==> src/hdl/gsp_pkg.sv <==
package gsp_pkg;

  // Number of magic prefix bytes checked at the head of every blob (1 to 8).
  localparam int MAGIC_BYTES = 4;

  // Length of a node id in bytes.
  localparam int ID_LEN = 33;

  // Result queue depth; it must hold the two results of one byte.
  localparam int RES_DEPTH = 4;

  typedef enum logic [4:0] {
    PH_MAGIC  = 5'd0,
    PH_TS     = 5'd1,
    PH_NCOUNT = 5'd2,
    PH_NODEID = 5'd3,
    PH_CCOUNT = 5'd4,
    PH_SCID   = 5'd5,
    PH_FEAT   = 5'd6,
    PH_NODE1  = 5'd7,
    PH_NODE2  = 5'd8,
    PH_FUND   = 5'd9,
    PH_UCOUNT = 5'd10,
    PH_DIR    = 5'd11,
    PH_CLTV   = 5'd12,
    PH_HMIN   = 5'd13,
    PH_HMAX   = 5'd14,
    PH_FBASE  = 5'd15,
    PH_FPPM   = 5'd16,
    PH_FLAGS  = 5'd17,
    PH_UTS    = 5'd18
  } phase_t;

  typedef enum logic [1:0] {
    KIND_FIELD = 2'd0,
    KIND_DONE  = 2'd1,
    KIND_ERROR = 2'd2
  } result_kind_t;

  typedef enum logic [4:0] {
    FC_TIMESTAMP  = 5'd0,
    FC_NODE_COUNT = 5'd1,
    FC_NODE_ID    = 5'd2,
    FC_CHAN_COUNT = 5'd3,
    FC_SCID       = 5'd4,
    FC_FEATURES   = 5'd5,
    FC_NODE1      = 5'd6,
    FC_NODE2      = 5'd7,
    FC_FUNDING    = 5'd8,
    FC_UPD_COUNT  = 5'd9,
    FC_DIRECTION  = 5'd10,
    FC_CLTV       = 5'd11,
    FC_HTLC_MIN   = 5'd12,
    FC_HTLC_MAX   = 5'd13,
    FC_FEE_BASE   = 5'd14,
    FC_FEE_PPM    = 5'd15,
    FC_FLAGS      = 5'd16,
    FC_UPD_TS     = 5'd17
  } field_code_t;

  typedef enum logic [2:0] {
    ERR_BAD_MAGIC    = 3'd0,
    ERR_TRUNCATED    = 3'd1,
    ERR_NODE_OVER    = 3'd2,
    ERR_CHAN_OVER    = 3'd3,
    ERR_UPDATES_OVER = 3'd4
  } error_code_t;

  typedef enum logic [1:0] {
    CFG_MAGIC       = 2'd0,
    CFG_NODE_CAP    = 2'd1,
    CFG_CHAN_CAP    = 2'd2,
    CFG_MAX_UPDATES = 2'd3
  } cfg_index_t;

  typedef struct packed {
    logic [7:0] data_byte;
    logic       end_of_blob;
  } in_beat_t;

  typedef struct packed {
    logic [1:0]  result_kind;
    logic [4:0]  field_code;
    logic [63:0] field_value;
    logic [23:0] node_index;
    logic [5:0]  id_byte_offset;
    logic [31:0] channel_index;
    logic [7:0]  update_index;
    logic [2:0]  error_code;
    logic        last_of_run;
  } out_beat_t;

  // Byte length of the field read in each phase.
  function automatic logic [5:0] field_len(input phase_t ph);
    logic [5:0] len;
    case (ph)
      PH_TS, PH_CCOUNT, PH_FBASE, PH_FPPM, PH_UTS: len = 6'd4;
      PH_NCOUNT, PH_NODE1, PH_NODE2:                len = 6'd3;
      PH_FEAT, PH_CLTV, PH_FLAGS:                   len = 6'd2;
      PH_SCID, PH_FUND, PH_HMIN, PH_HMAX:           len = 6'd8;
      PH_NODEID, PH_UCOUNT, PH_DIR:                 len = 6'd1;
      default:                                      len = 6'd0;
    endcase
    return len;
  endfunction

  // Field code reported when a phase completes.
  function automatic field_code_t phase_code(input phase_t ph);
    field_code_t fc;
    case (ph)
      PH_TS:     fc = FC_TIMESTAMP;
      PH_NCOUNT: fc = FC_NODE_COUNT;
      PH_NODEID: fc = FC_NODE_ID;
      PH_CCOUNT: fc = FC_CHAN_COUNT;
      PH_SCID:   fc = FC_SCID;
      PH_FEAT:   fc = FC_FEATURES;
      PH_NODE1:  fc = FC_NODE1;
      PH_NODE2:  fc = FC_NODE2;
      PH_FUND:   fc = FC_FUNDING;
      PH_UCOUNT: fc = FC_UPD_COUNT;
      PH_DIR:    fc = FC_DIRECTION;
      PH_CLTV:   fc = FC_CLTV;
      PH_HMIN:   fc = FC_HTLC_MIN;
      PH_HMAX:   fc = FC_HTLC_MAX;
      PH_FBASE:  fc = FC_FEE_BASE;
      PH_FPPM:   fc = FC_FEE_PPM;
      PH_FLAGS:  fc = FC_FLAGS;
      PH_UTS:    fc = FC_UPD_TS;
      default:   fc = FC_TIMESTAMP;
    endcase
    return fc;
  endfunction

  function automatic out_beat_t field_beat(input field_code_t fc, input logic [63:0] value,
                                           input logic [31:0] cidx, input logic [7:0] uidx);
    out_beat_t r;
    r = '0;
    r.result_kind   = KIND_FIELD;
    r.field_code    = fc;
    r.field_value   = value;
    r.channel_index = cidx;
    r.update_index  = uidx;
    return r;
  endfunction

  function automatic out_beat_t error_beat(input error_code_t err);
    out_beat_t r;
    r = '0;
    r.result_kind = KIND_ERROR;
    r.error_code  = err;
    return r;
  endfunction

  function automatic out_beat_t done_beat();
    out_beat_t r;
    r = '0;
    r.result_kind = KIND_DONE;
    return r;
  endfunction

endpackage

==> src/hdl/gossip_snapshot_parser.sv <==
// Streaming parser for a compact gossip snapshot blob.
// The input channel (in_valid, in_stall, in_data) carries one blob byte per beat,
// with end_of_blob set on the final byte. The output channel (out_valid, out_stall,
// out_data) carries result beats: completed fields, done, or an error, with
// last_of_run marking the final result caused by one input byte.
// A byte is parsed in the cycle it is accepted and its results (zero, one or two)
// enter a four-entry registered result queue and reach out_data once the results
// ahead of them have left. One byte is accepted every cycle while the queue has
// room for two results, so the rate is one byte per cycle while in_stall stays
// low; the queue absorbs the extra entry of a byte that yields two results.
// When the receiver stalls, the queue fills and in_stall rises once fewer than
// two entries are free; out_data holds steady while out_stall is high.
// The configuration port (cfg_wr_en, cfg_addr, cfg_wr_data) writes the magic value
// and three limits, only while the parser is idle: a user rule, not enforced here.
// Reset (rst_n low, synchronous) empties the queue, returns the parse to the
// magic check and loads the register defaults. A byte with end_of_blob set also
// returns the parse to the magic check for the next blob.
module gossip_snapshot_parser
  import gsp_pkg::*;
(
  input  logic       clk,
  input  logic       rst_n,
  input  logic       in_valid,
  output logic       in_stall,
  input  in_beat_t   in_data,
  output logic       out_valid,
  input  logic       out_stall,
  output out_beat_t  out_data,
  input  logic       cfg_wr_en,
  input  logic [1:0] cfg_addr,
  input  logic [63:0] cfg_wr_data
);

  localparam logic [63:0] MagicMask =
    (MAGIC_BYTES >= 8) ? {64{1'b1}} : ((64'd1 << (8 * MAGIC_BYTES)) - 64'd1);
  localparam int PtrW = $clog2(RES_DEPTH);
  localparam int CntW = $clog2(RES_DEPTH + 1);

  // Configuration registers.
  logic [63:0] magic_r;
  logic [23:0] node_limit_r;
  logic [31:0] chan_limit_r;
  logic [7:0]  max_upd_r;

  // Parse state.
  phase_t      phase_r, phase_nxt;
  logic [5:0]  bif_r, bif_nxt;
  logic [63:0] acc_r, acc_nxt;
  logic [23:0] nodes_exp_r, nodes_exp_nxt;
  logic [23:0] nodes_seen_r, nodes_seen_nxt;
  logic [31:0] chans_exp_r, chans_exp_nxt;
  logic [31:0] chans_seen_r, chans_seen_nxt;
  logic [7:0]  upd_exp_r, upd_exp_nxt;
  logic [7:0]  upd_seen_r, upd_seen_nxt;
  logic        finished_r, finished_nxt;

  // Result queue.
  out_beat_t           queue_r [RES_DEPTH];
  logic [PtrW-1:0]     wr_ptr_r, rd_ptr_r;
  logic [CntW-1:0]     count_r, count_nxt;

  logic        in_accept;
  logic        out_pop;
  logic [63:0] acc_sh;
  logic [5:0]  bif_inc;
  logic [31:0] chans_inc;
  logic [7:0]  upd_inc;
  logic [23:0] nodes_inc;
  out_beat_t   res0, res1;
  logic [1:0]  res_n;

  assign in_stall  = (count_r > CntW'(RES_DEPTH - 2));
  assign in_accept = in_valid && !in_stall;
  assign out_valid = (count_r != '0);
  assign out_pop   = out_valid && !out_stall;
  assign out_data  = queue_r[rd_ptr_r];

  assign acc_sh    = {acc_r[55:0], in_data.data_byte};
  assign bif_inc   = bif_r + 6'd1;
  assign chans_inc = chans_seen_r + 32'd1;
  assign upd_inc   = upd_seen_r + 8'd1;
  assign nodes_inc = nodes_seen_r + 24'd1;

  // Configuration writes.
  always_ff @(posedge clk) begin
    if (!rst_n) begin
      magic_r      <= '0;
      node_limit_r <= 24'hFFFFFF;
      chan_limit_r <= 32'hFFFFFFFF;
      max_upd_r    <= 8'd2;
    end else if (cfg_wr_en) begin
      case (cfg_index_t'(cfg_addr))
        CFG_MAGIC:       magic_r      <= cfg_wr_data;
        CFG_NODE_CAP:    node_limit_r <= cfg_wr_data[23:0];
        CFG_CHAN_CAP:    chan_limit_r <= cfg_wr_data[31:0];
        CFG_MAX_UPDATES: max_upd_r    <= cfg_wr_data[7:0];
        default: ;
      endcase
    end
  end

  // Per-byte parse step: next state and up to two results.
  always_comb begin
    phase_nxt      = phase_r;
    bif_nxt        = bif_r;
    acc_nxt        = acc_r;
    nodes_exp_nxt  = nodes_exp_r;
    nodes_seen_nxt = nodes_seen_r;
    chans_exp_nxt  = chans_exp_r;
    chans_seen_nxt = chans_seen_r;
    upd_exp_nxt    = upd_exp_r;
    upd_seen_nxt   = upd_seen_r;
    finished_nxt   = finished_r;
    res0           = '0;
    res1           = '0;
    res_n          = 2'd0;

    if (in_accept && !finished_r) begin
      case (phase_r)
        PH_MAGIC: begin
          if (bif_inc < 6'(MAGIC_BYTES)) begin
            acc_nxt = acc_sh;
            bif_nxt = bif_inc;
          end else begin
            acc_nxt = '0;
            bif_nxt = '0;
            if ((acc_sh & MagicMask) != (magic_r & MagicMask)) begin
              res0         = error_beat(ERR_BAD_MAGIC);
              res_n        = 2'd1;
              finished_nxt = 1'b1;
            end else begin
              phase_nxt = PH_TS;
            end
          end
        end
        PH_NODEID: begin
          // Each id byte is reported on its own.
          res0                = field_beat(FC_NODE_ID, {56'd0, in_data.data_byte}, '0, '0);
          res0.node_index     = nodes_seen_r;
          res0.id_byte_offset = bif_r;
          res_n               = 2'd1;
          acc_nxt             = '0;
          if (bif_inc >= 6'(ID_LEN)) begin
            bif_nxt        = '0;
            nodes_seen_nxt = nodes_inc;
            if (nodes_inc == nodes_exp_r) begin
              phase_nxt = PH_CCOUNT;
            end
          end else begin
            bif_nxt = bif_inc;
          end
        end
        default: begin
          if (bif_inc < field_len(phase_r)) begin
            acc_nxt = acc_sh;
            bif_nxt = bif_inc;
          end else begin
            // Field complete: report it, then follow the record structure.
            acc_nxt = '0;
            bif_nxt = '0;
            res0    = field_beat(phase_code(phase_r), acc_sh,
                                 (phase_r >= PH_SCID) ? chans_seen_r : 32'd0,
                                 (phase_r >= PH_DIR) ? upd_seen_r : 8'd0);
            res_n   = 2'd1;
            case (phase_r)
              PH_NCOUNT: begin
                nodes_exp_nxt  = acc_sh[23:0];
                nodes_seen_nxt = '0;
                if (acc_sh[23:0] > node_limit_r) begin
                  res1         = error_beat(ERR_NODE_OVER);
                  res_n        = 2'd2;
                  finished_nxt = 1'b1;
                end else if (acc_sh[23:0] == '0) begin
                  phase_nxt = PH_CCOUNT;
                end else begin
                  phase_nxt = PH_NODEID;
                end
              end
              PH_CCOUNT: begin
                chans_exp_nxt  = acc_sh[31:0];
                chans_seen_nxt = '0;
                if (acc_sh[31:0] > chan_limit_r) begin
                  res1         = error_beat(ERR_CHAN_OVER);
                  res_n        = 2'd2;
                  finished_nxt = 1'b1;
                end else if (acc_sh[31:0] == '0) begin
                  res1         = done_beat();
                  res_n        = 2'd2;
                  finished_nxt = 1'b1;
                end else begin
                  phase_nxt = PH_SCID;
                end
              end
              PH_UCOUNT: begin
                upd_exp_nxt  = acc_sh[7:0];
                upd_seen_nxt = '0;
                if (acc_sh[7:0] > max_upd_r) begin
                  res1         = error_beat(ERR_UPDATES_OVER);
                  res_n        = 2'd2;
                  finished_nxt = 1'b1;
                end else if (acc_sh[7:0] == '0) begin
                  chans_seen_nxt = chans_inc;
                  if (chans_inc == chans_exp_r) begin
                    res1         = done_beat();
                    res_n        = 2'd2;
                    finished_nxt = 1'b1;
                  end else begin
                    phase_nxt = PH_SCID;
                  end
                end else begin
                  phase_nxt = PH_DIR;
                end
              end
              PH_UTS: begin
                upd_seen_nxt = upd_inc;
                if (upd_inc == upd_exp_r) begin
                  chans_seen_nxt = chans_inc;
                  if (chans_inc == chans_exp_r) begin
                    res1         = done_beat();
                    res_n        = 2'd2;
                    finished_nxt = 1'b1;
                  end else begin
                    phase_nxt = PH_SCID;
                  end
                end else begin
                  phase_nxt = PH_DIR;
                end
              end
              default: begin
                phase_nxt = phase_t'(5'(phase_r) + 5'd1);
              end
            endcase
          end
        end
      endcase

      // A blob that ends before done or an error is truncated.
      if (in_data.end_of_blob && !finished_nxt) begin
        if (res_n == 2'd0) begin
          res0 = error_beat(ERR_TRUNCATED);
        end else begin
          res1 = error_beat(ERR_TRUNCATED);
        end
        res_n = res_n + 2'd1;
      end
    end

    // Mark the final result of this byte.
    if (res_n == 2'd1) begin
      res0.last_of_run = 1'b1;
    end
    if (res_n == 2'd2) begin
      res1.last_of_run = 1'b1;
    end

    // The last byte of a blob returns the parse to its starting point.
    if (in_accept && in_data.end_of_blob) begin
      phase_nxt      = PH_MAGIC;
      bif_nxt        = '0;
      acc_nxt        = '0;
      nodes_exp_nxt  = '0;
      nodes_seen_nxt = '0;
      chans_exp_nxt  = '0;
      chans_seen_nxt = '0;
      upd_exp_nxt    = '0;
      upd_seen_nxt   = '0;
      finished_nxt   = 1'b0;
    end
  end

  // Parse state registers.
  always_ff @(posedge clk) begin
    if (!rst_n) begin
      phase_r      <= PH_MAGIC;
      bif_r        <= '0;
      acc_r        <= '0;
      nodes_exp_r  <= '0;
      nodes_seen_r <= '0;
      chans_exp_r  <= '0;
      chans_seen_r <= '0;
      upd_exp_r    <= '0;
      upd_seen_r   <= '0;
      finished_r   <= 1'b0;
    end else begin
      phase_r      <= phase_nxt;
      bif_r        <= bif_nxt;
      acc_r        <= acc_nxt;
      nodes_exp_r  <= nodes_exp_nxt;
      nodes_seen_r <= nodes_seen_nxt;
      chans_exp_r  <= chans_exp_nxt;
      chans_seen_r <= chans_seen_nxt;
      upd_exp_r    <= upd_exp_nxt;
      upd_seen_r   <= upd_seen_nxt;
      finished_r   <= finished_nxt;
    end
  end

  // Result queue pointers and fill count.
  assign count_nxt = count_r + CntW'(res_n) - CntW'(out_pop);

  always_ff @(posedge clk) begin
    if (!rst_n) begin
      wr_ptr_r <= '0;
      rd_ptr_r <= '0;
      count_r  <= '0;
    end else begin
      wr_ptr_r <= wr_ptr_r + PtrW'(res_n);
      rd_ptr_r <= rd_ptr_r + PtrW'(out_pop);
      count_r  <= count_nxt;
    end
  end

  // Result queue storage.
  always_ff @(posedge clk) begin
    if (res_n != 2'd0) begin
      queue_r[wr_ptr_r] <= res0;
    end
    if (res_n == 2'd2) begin
      queue_r[wr_ptr_r + PtrW'(1)] <= res1;
    end
  end

endmodule
==> config.mk <==
export PLATFORM = sky130hd
export DESIGN_NAME = gossip_snapshot_parser
export DESIGN_NICKNAME = d
export VERILOG_FILES = /design/src/hdl/gsp_pkg.sv /design/src/hdl/gossip_snapshot_parser.sv
export SDC_FILE = /design/constraint.sdc
export NUM_CORES = 2
export LEC_CHECK = 0
export BUFFER_PORTS_ARGS = -buffer_cell sky130_fd_sc_hd__buf_2
export CORE_MARGIN = 2
export CORE_UTILIZATION = 53
export DETAILED_ROUTE_END_ITERATION = 6
export GPL_TIMING_DRIVEN = 0
export PLACE_DENSITY_LB_ADDON = 0.05
export SLEW_MARGIN = 5
export SYNTH_ARGS = -nofsm -noshare
export SYNTH_HDL_FRONTEND = slang
export SYNTH_SLANG_ARGS = --single-unit
==> constraint.sdc <==
create_clock -name clk -period 7.25 [get_ports clk]
set_input_delay 0.3625 -clock clk [delete_from_list [all_inputs] [get_ports clk]]
set_output_delay 0.3625 -clock clk [all_outputs]
set_load 0.02 [all_outputs]
==> results.txt <==
drt first pass iters: 5
Post-synth ARST share: 0%
commonest non-fill, non-tap cell in the layout: nand2_1
RSZ-0062 raised after global routing: true
RePlAce Congestion: 0.957
Synth area leaders: dfxtp_1, mux2i_1, nand2_1
leading area contributor after synthesis: dfxtp_1
CTS tree: yes
setup slack after layout: 0.202 ns
WP buf/inv: 4
HP Class: primary input to flip-flop
CTS buffer count: 96
post-synth cell types: 84
Synth Instances: 4,759
Routed Antenna Nets: 0
CP top delay family: simple AND/OR/NAND/NOR gates
fill cell total of the finished layout: 7,228
clk slew on worst S/H paths: 0.06 ns
H-tree depth: 3
core area: 0.0805 sq mm
Synth top area share: 40.1%
Final Hold Vio Count: 0
Worst Path Arrival: 7.63 ns
CP max stage cell: o21ai_2
Most used DFF post-synth: dfxtp_1
met1 wire length: 62,700 um
Max Transition Viols Final: 0
max_cap viols: 0
DRT iter0 DRCs: 3,342
synthesized area: 0.0431 sq mm
Worst Skew: 0.0266 ns
largest net degree at the start of global routing: 14
PortBufs: 192
Leak Pwr: 0.0208 uW
vias in the first global route: 35.9k
crit end category: flip-flop
Inst Count DP: 6,012
DP Wirelength: 103,000 um
outcome: finished, final reports clean
crit path launch type: flip-flop
Yosys warning count: 0
Die W: 289 um
VDD IR max: 0.000202 V
relative slew slack: 13.6%
syn nets: 4,930
grt ovf: 0
first-pass GRT wire length: 218,000 um
post-CTS setup buffer count: 0
DR WL met3: 9400 um
final wirelength: 145,000 um
DR DRC count: 0
root buffer cell: clkbuf_16
commonest non-fill, non-tap cells in the layout: nand2_1, dfxtp_1, mux2i_1
fmax: 142 MHz
share of the yosys chip area belonging to registers: 41.8%
Wirelength per Cell: 23.3 um
Critical Path Max Stage Delay: 0.71 ns
highest routed metal layer: met5
number of synthesized flops with an enable pin: 24
Initial Util: 53.5%
antenna violations before repair: 4
#FFs+latches synth: 888
Cell Pwr Density: 234 mW/mm^2
Worst Setup Path Type: flip-flop to flip-flop
crit path time final: 7.05 ns
Least-Margin Pin Slew: 1.30 ns
crit path cell chain: ha_1, nand3_1, or4_1, nor3_2, o22ai_1, or4_4, or4_4, o31ai_4, o211a_1, buf_4, inv_4, ha_1, nand2_1, a2111oi_4, o21ai_2, buf_2, clkbuf_1, nand2_1, mux2i_1
Ports: 227
GRT Total Usage: 34.1%
Chip Height: 289 um
setup TNS: 0 ns
num rows: 104
# setup viols final: 0
layout cells sized above 1: 12.4%
DR WL met2: 67,300 um
Die ar.: 0.0836 sq mm
Vias: 37.3k
syn_area_per_cell: 9.06 sq um
Sink Count: 888
Finished Layout Cells: 6,220
Final Cell Area: 0.0490 sq mm
Longest Clk Path Bufs: 3
r2r setup slk: 0.20 ns
Worst EP required: 7.83 ns
crit path max fanout: 11
placed cell area: 0.0454 sq mm
pre-CTS setup slack: -0.344 ns
nets: 5,250
Pwr Total: 11,500 uW
Vias/cell: 6.00
period utilization: 97.2%
clock latency on the worst-skew pair: 0.66 ns
Synth-to-Final Area Change: 13.6%
-- cell usage after synthesis, drive strengths merged (69+ instances only) --
library cell,instances
dfxtp,864
xnor2,90
clkbuf,253
nand4,69
nand2,1062
buf,159
inv,110
ha,90
nor2,147
nand3,293
mux4,145
a21oi,292
mux2i,562
o21ai,104
-- routing by layer --
layer / global-route usage [%] / vias to the layer above
met1: 46.3 / 18300
met3: 4.63 / 308
met4: 12.9 / 2
met2: 55.4 / 1407
li1: - / 17300
met5: 0 / -
-- worst reg2reg max path: cells and delay by family (launching register included) --
kind / cells / cell delay (ns)
buffers and inverters: 4 / 1.53
adder cells (fa/ha/maj): 2 / 0.69
flip-flops: 1 / 0.49
AND/OR/NAND/NOR: 7 / 2.69
AO/OA/AOI/OAI: 5 / 1.44
multiplexers: 1 / 0.15
-- power breakdown --
group	internal, uW	switching (uW)	total (uW)
sequential	4950	36.5	4990
clock	2940	2110	5050
combinational	499	913	1410
-- metrics by stage --
step           util [%]  hold WS (ns)
3_3_place_gp       56.4         0.441
3_5_place_dp       56.4         0.445
5_1_grt            60.8        0.0247
6_report           60.8        0.0341
2_1_floorplan         -         0.432
4_1_cts            60.7       0.00410
-- state kept, by name (all words and copies together), names as in the netlist, named ones only --
signal and cells:
queue_r 580, acc_r 56, chan_limit_r 32, chans_exp_r 32
chans_seen_r 32, magic_r 32, node_limit_r 24, nodes_exp_r 24
nodes_seen_r 24, max_upd_r 8, upd_exp_r 8, upd_seen_r 8
bif_r 6, phase_r 5, count_r 3, rd_ptr_r 2
wr_ptr_r 2, finished_r 1
-- path summary, 6_finish.rpt --
kind	startpoint	end	cells past startpoint
worst max-delay path	chans_seen_r[1]	queue_r[1][76]	19
worst max register to register	chans_seen_r[1]	queue_r[1][76]	19
worst min register to register	queue_r[2][121]	queue_r[2][121]	2
worst min-delay path	cfg_wr_data[2]	magic_r[2]	3
-- cell type report --
cell class / instances / area [sq um] / area share [%]
plain buffers: 412 / 1800 / 3.68
clock buffers: 140 / 2800 / 5.72
flip-flops and latches: 888 / 18000 / 36.8
repair buffers: 222 / 1260 / 2.57
clock inverters: 36 / 432 / 0.882
well taps: 1060 / 1330 / 2.71
inverters: 111 / 419 / 0.856
diodes: 3 / 7.51 / 0.0153
multi-input cells: 3348 / 22900 / 46.8
-- cell families (layout without fill, tap and decap cells) --
group / count (synthesis) / in the layout / share of synthesized area, %
AO/OA/AOI/OAI: 602 / 602 / 8.45
AND/OR/NAND/NOR: 1825 / 1825 / 18.8
XOR/XNOR: 120 / 120 / 2.44
other: 0 / 3 / 0
flip-flops: 888 / 888 / 41.8
adder cells (fa/ha/maj): 91 / 91 / 2.66
buffers and inverters: 523 / 921 / 5.15
multiplexers: 710 / 710 / 20.7
-- repair_timing --
action | 4_1_cts | 5_1_grt
hold buffers | 29 | 0
endpoints found under the hold margin | 68 | 0
endpoints found under the setup margin | 381 | 526
gates resized for setup | 1 | 3
Note: power is estimated with default switching activity, not from simulation.
